`src/hdl/i4dp_pkg.sv`:
```
package i4dp_pkg;

    // Operand packing
    localparam int LANES       = 8;
    localparam int WORD_W      = 32;
    localparam int NIB_W       = 4;
    localparam int WORD_LANES  = WORD_W / NIB_W;
    // lanes beyond the packed word read as zero, so they are simply not built
    localparam int USED_LANES  = (LANES < WORD_LANES) ? LANES : WORD_LANES;
    localparam int PROD_W      = 2 * NIB_W;
    localparam int ITEM_W      = 11;

    // Accumulator
    localparam int MAX_DEPTH   = 65536;
    localparam int ACC_W       = 24;
    localparam int SUM_EXT_W   = ACC_W + 1;
    localparam int ACC_LIMIT   = 64 * MAX_DEPTH;
    localparam int MAG_W       = ACC_W - 1;

    // Scaling
    localparam int SCALE_W     = 32;
    localparam int VAL_W       = 64;
    localparam int FRAC_SHIFT  = 16;
    localparam int OVF_BIT     = VAL_W - FRAC_SHIFT - 1;
    localparam logic [VAL_W-1:0] ROUND_BIAS = VAL_W'(1) << (FRAC_SHIFT - 1);
    localparam logic [VAL_W-1:0] VAL_MAX    = {1'b0, {(VAL_W-1){1'b1}}};
    localparam logic [VAL_W-1:0] VAL_MIN    = {1'b1, {(VAL_W-1){1'b0}}};

    // Job queue
    localparam int QDEPTH      = 2;
    localparam int QPTR_W      = $clog2(QDEPTH);
    localparam int QCNT_W      = $clog2(QDEPTH + 1);

    typedef struct packed {
        logic signed [ACC_W-1:0] raw_sum;
        logic                    sum_clipped;
        logic [SCALE_W-1:0]      tok_scale;
        logic [SCALE_W-1:0]      chan_scale;
    } t_job;

    typedef enum logic [2:0] {
        BS_IDLE,
        BS_MUL_P,
        BS_MUL_H,
        BS_MUL_L,
        BS_ROUND,
        BS_SUM,
        BS_DONE
    } t_bstate;

endpackage

```
`src/hdl/i4dp_front.sv`:
```
module i4dp_front (
    input  logic                    i_clk,
    input  logic                    i_rst_n,
    input  logic                    i_accept,
    input  logic [31:0]             i_act_word,
    input  logic [31:0]             i_wt_word,
    input  logic [31:0]             i_tok_scale,
    input  logic [31:0]             i_chan_scale,
    input  logic                    i_last,
    output logic                    o_job_push,
    output i4dp_pkg::t_job          o_job
);

    localparam logic signed [i4dp_pkg::SUM_EXT_W-1:0] LIMIT_POS =
        i4dp_pkg::SUM_EXT_W'(i4dp_pkg::ACC_LIMIT);
    localparam logic signed [i4dp_pkg::SUM_EXT_W-1:0] LIMIT_NEG =
        -LIMIT_POS;

    logic signed [i4dp_pkg::ACC_W-1:0]     r_sum;
    logic                                  r_sclip;
    logic signed [i4dp_pkg::ACC_W-1:0]     n_sum;
    logic                                  n_sclip;
    logic signed [i4dp_pkg::ITEM_W-1:0]    item;
    logic signed [i4dp_pkg::SUM_EXT_W-1:0] sum_ext;
    logic signed [i4dp_pkg::NIB_W-1:0]     a_nib;
    logic signed [i4dp_pkg::NIB_W-1:0]     w_nib;
    logic signed [i4dp_pkg::PROD_W-1:0]    lane_prod;
    logic                                  clamp;

    // dot product of one word pair
    always_comb begin
        item      = '0;
        a_nib     = '0;
        w_nib     = '0;
        lane_prod = '0;
        for (int i = 0; i < i4dp_pkg::USED_LANES; i++) begin
            a_nib     = i_act_word[i*i4dp_pkg::NIB_W +: i4dp_pkg::NIB_W];
            w_nib     = i_wt_word[i*i4dp_pkg::NIB_W +: i4dp_pkg::NIB_W];
            lane_prod = a_nib * w_nib;
            item      = item + i4dp_pkg::ITEM_W'(lane_prod);
        end
    end

    // saturating accumulate
    always_comb begin
        sum_ext = i4dp_pkg::SUM_EXT_W'(r_sum) + i4dp_pkg::SUM_EXT_W'(item);
        clamp   = 1'b0;
        if (sum_ext > LIMIT_POS) begin
            sum_ext = LIMIT_POS;
            clamp   = 1'b1;
        end else if (sum_ext < LIMIT_NEG) begin
            sum_ext = LIMIT_NEG;
            clamp   = 1'b1;
        end
        n_sum   = sum_ext[i4dp_pkg::ACC_W-1:0];
        n_sclip = r_sclip | clamp;
    end

    assign o_job_push        = i_accept & i_last;
    assign o_job.raw_sum     = n_sum;
    assign o_job.sum_clipped = n_sclip;
    assign o_job.tok_scale   = i_tok_scale;
    assign o_job.chan_scale  = i_chan_scale;

    always_ff @(posedge i_clk) begin
        if (!i_rst_n) begin
            r_sum   <= '0;
            r_sclip <= 1'b0;
        end else if (i_accept) begin
            if (i_last) begin
                r_sum   <= '0;
                r_sclip <= 1'b0;
            end else begin
                r_sum   <= n_sum;
                r_sclip <= n_sclip;
            end
        end
    end

endmodule

```
`src/hdl/i4dp_queue.sv`:
```
module i4dp_queue (
    input  logic           i_clk,
    input  logic           i_rst_n,
    input  logic           i_push,
    input  i4dp_pkg::t_job i_job,
    input  logic           i_pop,
    output i4dp_pkg::t_job o_job,
    output logic           o_full,
    output logic           o_empty
);

    i4dp_pkg::t_job                r_mem [i4dp_pkg::QDEPTH];
    logic [i4dp_pkg::QPTR_W-1:0]   r_wptr;
    logic [i4dp_pkg::QPTR_W-1:0]   r_rptr;
    logic [i4dp_pkg::QCNT_W-1:0]   r_count;
    logic                          do_push;
    logic                          do_pop;

    assign o_full  = (r_count == i4dp_pkg::QCNT_W'(i4dp_pkg::QDEPTH));
    assign o_empty = (r_count == '0);
    assign do_push = i_push & ~o_full;
    assign do_pop  = i_pop & ~o_empty;
    assign o_job   = r_mem[r_rptr];

    always_ff @(posedge i_clk) begin
        if (do_push) begin
            r_mem[r_wptr] <= i_job;
        end
    end

    always_ff @(posedge i_clk) begin
        if (!i_rst_n) begin
            r_wptr  <= '0;
            r_rptr  <= '0;
            r_count <= '0;
        end else begin
            if (do_push) begin
                r_wptr <= r_wptr + 1'b1;
            end
            if (do_pop) begin
                r_rptr <= r_rptr + 1'b1;
            end
            if (do_push && !do_pop) begin
                r_count <= r_count + 1'b1;
            end else if (do_pop && !do_push) begin
                r_count <= r_count - 1'b1;
            end
        end
    end

endmodule

```
`src/hdl/i4dp_back.sv`:
```
module i4dp_back (
    input  logic                   i_clk,
    input  logic                   i_rst_n,
    input  i4dp_pkg::t_job         i_job,
    input  logic                   i_q_empty,
    output logic                   o_q_pop,
    input  logic                   i_pop,
    output logic                   o_empty,
    output logic signed [63:0]     o_scaled_value,
    output logic signed [23:0]     o_raw_sum,
    output logic                   o_clipped
);

    i4dp_pkg::t_bstate                  r_state;
    i4dp_pkg::t_bstate                  n_state;

    logic                               r_neg;
    logic [i4dp_pkg::MAG_W-1:0]         r_mag;
    logic signed [i4dp_pkg::ACC_W-1:0]  r_raw;
    logic                               r_sclip;
    logic [i4dp_pkg::SCALE_W-1:0]       r_as;
    logic [i4dp_pkg::SCALE_W-1:0]       r_ws;
    logic [i4dp_pkg::VAL_W-1:0]         r_p;
    logic [i4dp_pkg::VAL_W-1:0]         r_mh;
    logic [i4dp_pkg::VAL_W-1:0]         r_ml;
    logic [i4dp_pkg::VAL_W-1:0]         r_t;
    logic                               r_ovf;
    logic [i4dp_pkg::VAL_W-1:0]         r_q;

    logic                               r_out_valid;
    logic [i4dp_pkg::VAL_W-1:0]         r_out_value;
    logic signed [i4dp_pkg::ACC_W-1:0]  r_out_raw;
    logic                               r_out_clip;

    logic [i4dp_pkg::SCALE_W-1:0]       mul_a;
    logic [i4dp_pkg::SCALE_W-1:0]       mul_b;
    logic [i4dp_pkg::VAL_W-1:0]         prod;
    logic signed [i4dp_pkg::ACC_W-1:0]  job_abs;
    logic                               out_pop;
    logic                               done_write;
    logic                               clip;
    logic [i4dp_pkg::VAL_W-1:0]         res_value;

    assign out_pop    = i_pop & r_out_valid;
    assign done_write = (r_state == i4dp_pkg::BS_DONE) & (~r_out_valid | out_pop);

    // one shared 32x32 multiplier
    assign prod = mul_a * mul_b;

    always_ff @(posedge i_clk) begin
        if (!i_rst_n) begin
            r_state <= i4dp_pkg::BS_IDLE;
        end else begin
            r_state <= n_state;
        end
    end

    always_comb begin
        n_state = r_state;
        o_q_pop = 1'b0;
        mul_a   = '0;
        mul_b   = '0;
        case (r_state)
            i4dp_pkg::BS_IDLE: begin
                if (!i_q_empty) begin
                    o_q_pop = 1'b1;
                    n_state = i4dp_pkg::BS_MUL_P;
                end
            end
            i4dp_pkg::BS_MUL_P: begin
                mul_a   = r_as;
                mul_b   = r_ws;
                n_state = i4dp_pkg::BS_MUL_H;
            end
            i4dp_pkg::BS_MUL_H: begin
                mul_a   = i4dp_pkg::SCALE_W'(r_mag);
                mul_b   = r_p[i4dp_pkg::SCALE_W +: i4dp_pkg::SCALE_W];
                n_state = i4dp_pkg::BS_MUL_L;
            end
            i4dp_pkg::BS_MUL_L: begin
                mul_a   = i4dp_pkg::SCALE_W'(r_mag);
                mul_b   = r_p[i4dp_pkg::SCALE_W-1:0];
                n_state = i4dp_pkg::BS_ROUND;
            end
            i4dp_pkg::BS_ROUND: begin
                n_state = i4dp_pkg::BS_SUM;
            end
            i4dp_pkg::BS_SUM: begin
                n_state = i4dp_pkg::BS_DONE;
            end
            i4dp_pkg::BS_DONE: begin
                if (!r_out_valid || out_pop) begin
                    n_state = i4dp_pkg::BS_IDLE;
                end
            end
            default: begin
                n_state = i4dp_pkg::BS_IDLE;
            end
        endcase
    end

    assign job_abs = i_job.raw_sum[i4dp_pkg::ACC_W-1] ? -i_job.raw_sum : i_job.raw_sum;

    always_ff @(posedge i_clk) begin
        case (r_state)
            i4dp_pkg::BS_IDLE: begin
                if (!i_q_empty) begin
                    r_neg   <= i_job.raw_sum[i4dp_pkg::ACC_W-1];
                    r_mag   <= job_abs[i4dp_pkg::MAG_W-1:0];
                    r_raw   <= i_job.raw_sum;
                    r_sclip <= i_job.sum_clipped;
                    r_as    <= i_job.tok_scale;
                    r_ws    <= i_job.chan_scale;
                end
            end
            i4dp_pkg::BS_MUL_P: r_p  <= prod;
            i4dp_pkg::BS_MUL_H: r_mh <= prod;
            i4dp_pkg::BS_MUL_L: r_ml <= prod;
            i4dp_pkg::BS_ROUND: begin
                r_t   <= (r_ml + i4dp_pkg::ROUND_BIAS) >> i4dp_pkg::FRAC_SHIFT;
                r_ovf <= |r_mh[i4dp_pkg::VAL_W-1:i4dp_pkg::OVF_BIT];
            end
            i4dp_pkg::BS_SUM: begin
                r_q <= (r_mh << i4dp_pkg::FRAC_SHIFT) + r_t;
            end
            default: ;
        endcase
    end

    // saturate the magnitude, then restore the sign
    always_comb begin
        clip = r_ovf
             | (~r_neg & r_q[i4dp_pkg::VAL_W-1])
             | (r_neg & r_q[i4dp_pkg::VAL_W-1] & (|r_q[i4dp_pkg::VAL_W-2:0]));
        if (clip) begin
            res_value = r_neg ? i4dp_pkg::VAL_MIN : i4dp_pkg::VAL_MAX;
        end else begin
            res_value = r_neg ? (~r_q + 1'b1) : r_q;
        end
    end

    always_ff @(posedge i_clk) begin
        if (!i_rst_n) begin
            r_out_valid <= 1'b0;
        end else if (done_write) begin
            r_out_valid <= 1'b1;
        end else if (out_pop) begin
            r_out_valid <= 1'b0;
        end
    end

    always_ff @(posedge i_clk) begin
        if (done_write) begin
            r_out_value <= res_value;
            r_out_raw   <= r_raw;
            r_out_clip  <= clip | r_sclip;
        end
    end

    assign o_empty        = ~r_out_valid;
    assign o_scaled_value = r_out_value;
    assign o_raw_sum      = r_out_raw;
    assign o_clipped      = r_out_clip;

endmodule

```
`src/hdl/int4_dot_product_dequant.sv`:
```
// int4 x int4 dot product with Q16.16 dequantisation.
// Input request: i_push with the packed activation and weight words, both
// scales and i_last; taken at a rising edge with i_push high and o_full low.
// Requests without i_last only accumulate; a request with i_last closes the
// dot product and yields one result request (scaled value, raw sum, clipped).
// Results: o_empty low means a result is on the output ports; i_pop takes it.
// Throughput: one input request per cycle while o_full is low. Each result
// occupies the scaling unit for a fetch from the queue, one shared 32x32
// multiplier used three times, then rounding, summing and saturation; the
// unit fetches a new closing sum only after the last one has been written
// to the result register.
// A two-entry queue sits between accumulator and scaling unit; o_full rises
// when both entries hold finished sums, i.e. when the scaling unit is behind.
// A stalled receiver holds the result register, then the scaling unit, then
// fills the queue; accumulation carries on until the queue is full.
// Reset (synchronous, i_rst_n low) clears the accumulator, the queue and the
// result valid flag; no result is pending afterwards.
module int4_dot_product_dequant (
    input  logic               i_clk,
    input  logic               i_rst_n,
    input  logic               i_push,
    output logic               o_full,
    input  logic [31:0]        i_act_word,
    input  logic [31:0]        i_wt_word,
    input  logic [31:0]        i_tok_scale,
    input  logic [31:0]        i_chan_scale,
    input  logic               i_last,
    output logic               o_empty,
    input  logic               i_pop,
    output logic signed [63:0] o_scaled_value,
    output logic signed [23:0] o_raw_sum,
    output logic               o_clipped
);

    logic            in_accept;
    logic            job_push;
    i4dp_pkg::t_job  job_in;
    i4dp_pkg::t_job  job_out;
    logic            q_empty;
    logic            q_pop;

    // take the request only while the queue can hold a closing sum
    assign in_accept = i_push & ~o_full;

    // front: unpack, multiply lanes, accumulate with clamping
    i4dp_front u_front (
        .i_clk        (i_clk),
        .i_rst_n      (i_rst_n),
        .i_accept     (in_accept),
        .i_act_word   (i_act_word),
        .i_wt_word    (i_wt_word),
        .i_tok_scale  (i_tok_scale),
        .i_chan_scale (i_chan_scale),
        .i_last       (i_last),
        .o_job_push   (job_push),
        .o_job        (job_in)
    );

    // hold closed sums until the scaling unit is free
    i4dp_queue u_queue (
        .i_clk   (i_clk),
        .i_rst_n (i_rst_n),
        .i_push  (job_push),
        .i_job   (job_in),
        .i_pop   (q_pop),
        .o_job   (job_out),
        .o_full  (o_full),
        .o_empty (q_empty)
    );

    // back: scale, round, saturate and present the result
    i4dp_back u_back (
        .i_clk          (i_clk),
        .i_rst_n        (i_rst_n),
        .i_job          (job_out),
        .i_q_empty      (q_empty),
        .o_q_pop        (q_pop),
        .i_pop          (i_pop),
        .o_empty        (o_empty),
        .o_scaled_value (o_scaled_value),
        .o_raw_sum      (o_raw_sum),
        .o_clipped      (o_clipped)
    );

endmodule
```
`config.mk`:
```
export PLATFORM = sky130hd
export DESIGN_NAME = int4_dot_product_dequant
export DESIGN_NICKNAME = d
export VERILOG_FILES = /design/src/hdl/i4dp_pkg.sv /design/src/hdl/i4dp_front.sv /design/src/hdl/i4dp_queue.sv /design/src/hdl/i4dp_back.sv /design/src/hdl/int4_dot_product_dequant.sv
export SDC_FILE = /design/constraint.sdc
export NUM_CORES = 2
export LEC_CHECK = 0
export BUFFER_PORTS_ARGS = -buffer_cell sky130_fd_sc_hd__buf_2
export CORE_ASPECT_RATIO = 0.7
export CORE_MARGIN = 3
export CORE_UTILIZATION = 60
export CTS_CLUSTER_DIAMETER = 150
export DETAILED_ROUTE_END_ITERATION = 16
export PLACE_DENSITY = 0.75
export REMOVE_ABC_BUFFERS = 1
export SLEW_MARGIN = 40
export SYNTH_ARGS = -nofsm -noshare
export SYNTH_HDL_FRONTEND = slang
export SYNTH_SLANG_ARGS = --single-unit
```
`constraint.sdc`:
```
create_clock -name i_clk -period 15.6 [get_ports i_clk]
set_input_delay 1.56 -clock i_clk [delete_from_list [all_inputs] [get_ports i_clk]]
set_output_delay 1.56 -clock i_clk [all_outputs]
set_load 0.01 [all_outputs]
```
==> results.cfg <==
[clocking]
cts_buffer_depth = 3
cts_tree = yes
clk_pin_slew_worst_paths_ps = 70
cts-resized-gates = 0
clock_sinks = 702
cts_root_buffer = clkbuf_16
cts_setup_buffers = 0
htree_levels = 3
cts_buffers = 71
clock_latency_ps = 680
ctsHoldBuffers = 0

[synth]
ys_async_sr_fraction_pct = 0
synth_top_area_share_pct = 30.8
synthFlopType = edfxtp_1
avgSynthCellArea_um2 = 10.3
synth-seq-cells = 702
synth_top_cell_by_area = fa_1
yosys_warnings = 0
ys_types = 89
synth_edf_count = 668
synthTopCellsByArea = fa_1, edfxtp_1, ha_1, inv_1, nand2_1
synth-seq-area-share_pct = 29.5
netlist_instances = 6820
synthesis.area_mm2 = 0.0703

[worst_hold_path]
hold_class = reg -> reg
hp-start = u_back.r_t[6]
holdPathStages = 0

[route]
routed_wl_um = 204000
avgViaCountPerCell = 5.93
ant_nets = 0
drtIter0Drc = 5350
vias = 50658
firstDrtPassIters = 6
drc = 0
avgRoutedWirePerCell_um = 23.9

[setup_path]
cp_data_arrival_time_ps = 14540
crit_type = in -> reg
critPathLaunch = i_wt_word[8]
r2r_cells = 30
r2r_start = u_back.r_state[1]
cp-start-kind = input pin
cp-end-kind = register
cp_slowest_stage_delay_ps = 600
crit_top_cell = fa_1
cp_data_required_time_ps = 16000
worstPathMaxFanout = 19
crit_slowest_cell = a221oi_1

[sta]
worst_pin_slew_ps = 954
fin_setup_tns_ps = 0
fin_crit_sh_pct = 90.6
finalMaxSlewViolations = 0
rsz0062_at_grt = no
max_freq_ghz = 0.0707
fin_crit_ps = 14140
clock_skew_ps = 49.1
finalSetupViolCount = 0
relSlewSlack_pct = 36.4
timing_hold_violations_final = 0

[placement]
io_buffers = 223
gp_congestion = 1.02
dp_hpwl_um = 160000

[floorplanning]
die_y_um = 292
die-width_um = 415
initial_utilization_pct = 60.8
io_pins = 224
dieArea_mm2 = 0.121
core_area_mm2 = 0.116
row_count = 104

[grt]
grtUsageTotal_pct = 34.2
grt_pass1_wl_um = 313000
grt_max_degree = 76
gr-total-overflow = 0
antenna_found_initial = 15
grt_pass1_vias = 52059

[cells_and_area]
final_common_cell = inv_1
drive_gt1_share_pct = 9.64
n_fill_cell = 9009
final_nets = 8549
final_core_util_pct = 65.8
syn_to_final_growth_pct = 8.12
final_cell_mix = inv_1, fa_1, nand2_1

[outcome]
status = finished clean

[job]
cap_violations = 0
==> worst paths after layout <==
check	endpoint	slack, ps
setup / recovery	u_queue.r_mem[1][64]	1460
hold / removal	u_back.r_q[6]	410
setup reg to reg	u_back.r_ml[54]	4470
hold reg to reg	u_back.r_q[6]	410
==> cell usage after synthesis, types with 18 or more instances <==
cell type  number
a22oi_1        40
and3_1         30
xor2_1         71
a22o_1         34
a21oi_1       213
clkbuf_1      245
nor2b_1        36
nand4_1        35
o22ai_1        35
edfxtp_1      668
xnor2_1       148
nand2b_1       47
dfxtp_1        34
buf_1          33
inv_1        1308
nor3_1         67
mux2_2        110
ha_1          399
a21o_1         87
fa_1         1080
o21bai_1       18
o21ai_0       100
nor2_1        416
mux2i_1        23
nor4_1         24
a211oi_1       21
nand2_1      1017
nand3_1        49
and2_1        151
or3_1          19
==> logic make-up (layout without fill, tap and decap cells) <==
logic type	Yosys count	count (layout)	share of synthesized area [%]
mux	133	133	2.09
xor+xnor	219	219	2.73
simple gates	1960	1960	12.3
compound gates	726	726	6.88
buf+inv	1601	1773	8.59
other cells	0	10	0
fa+ha+maj	1479	1479	37.9
flops	702	702	29.5
==> cell type report <==
cell class                 count  area [um2]  share of cell area, %
antenna                       10        25.0                 0.0329
clock buffer                  87        1850                   2.43
clock inverter                41         490                  0.645
inverter                    1309        4920                   6.47
multi-input combinational   4517       44000                   57.9
sequential                   702       20700                   27.3
tap                         1537        1920                   2.53
timing repair buffer         336        2070                   2.72
==> sequential cells by signal (all words and copies together) (netlist names), 3 cells and up, named ones only <==
signal and count:
u_queue.r_mem 178, u_back.o_scaled_value 64, u_back.r_mh 64, u_back.r_p 64, u_back.r_q 64, u_back.r_ml 49
u_back.r_t 48, u_back.r_as 32, u_back.r_ws 32, u_back.o_raw_sum 24, u_back.r_raw 24, u_front.r_sum 24
u_back.r_mag 22, u_back.r_state 3
==> critical path, delay by kind of cell <==
kind                     cells  cell delay (ps)
AO/OA/AOI/OAI                9             2300
XOR/XNOR                     2              550
adder cells (fa/ha/maj)     17             7520
buffers and inverters       12              960
AND/OR/NAND/NOR              5             1630
==> through the flow <==
step,cell area [um2],hold WS (ps),cells,setup slack (ps)
final,76000,410,8539,1460
after global routing,76000,430,8529,631
after CTS,75900,413,8528,1270
after detailed placement,73600,405,8400,583
after global placement,73200,401,8388,774
after floorplan,69200,400,6528,1400
==> metal layers <==
layer / GRT usage, % / share of wire, %
met4: 9.66 / 3.2
met1: 49.8 / 41
met2: 48.7 / 42
met5: 0 / 0.21
met3: 12.4 / 14
Power is left out: the tool's default activity adds up to more than one toggle a clock period on the data nets, which glitch-free logic cannot reach.
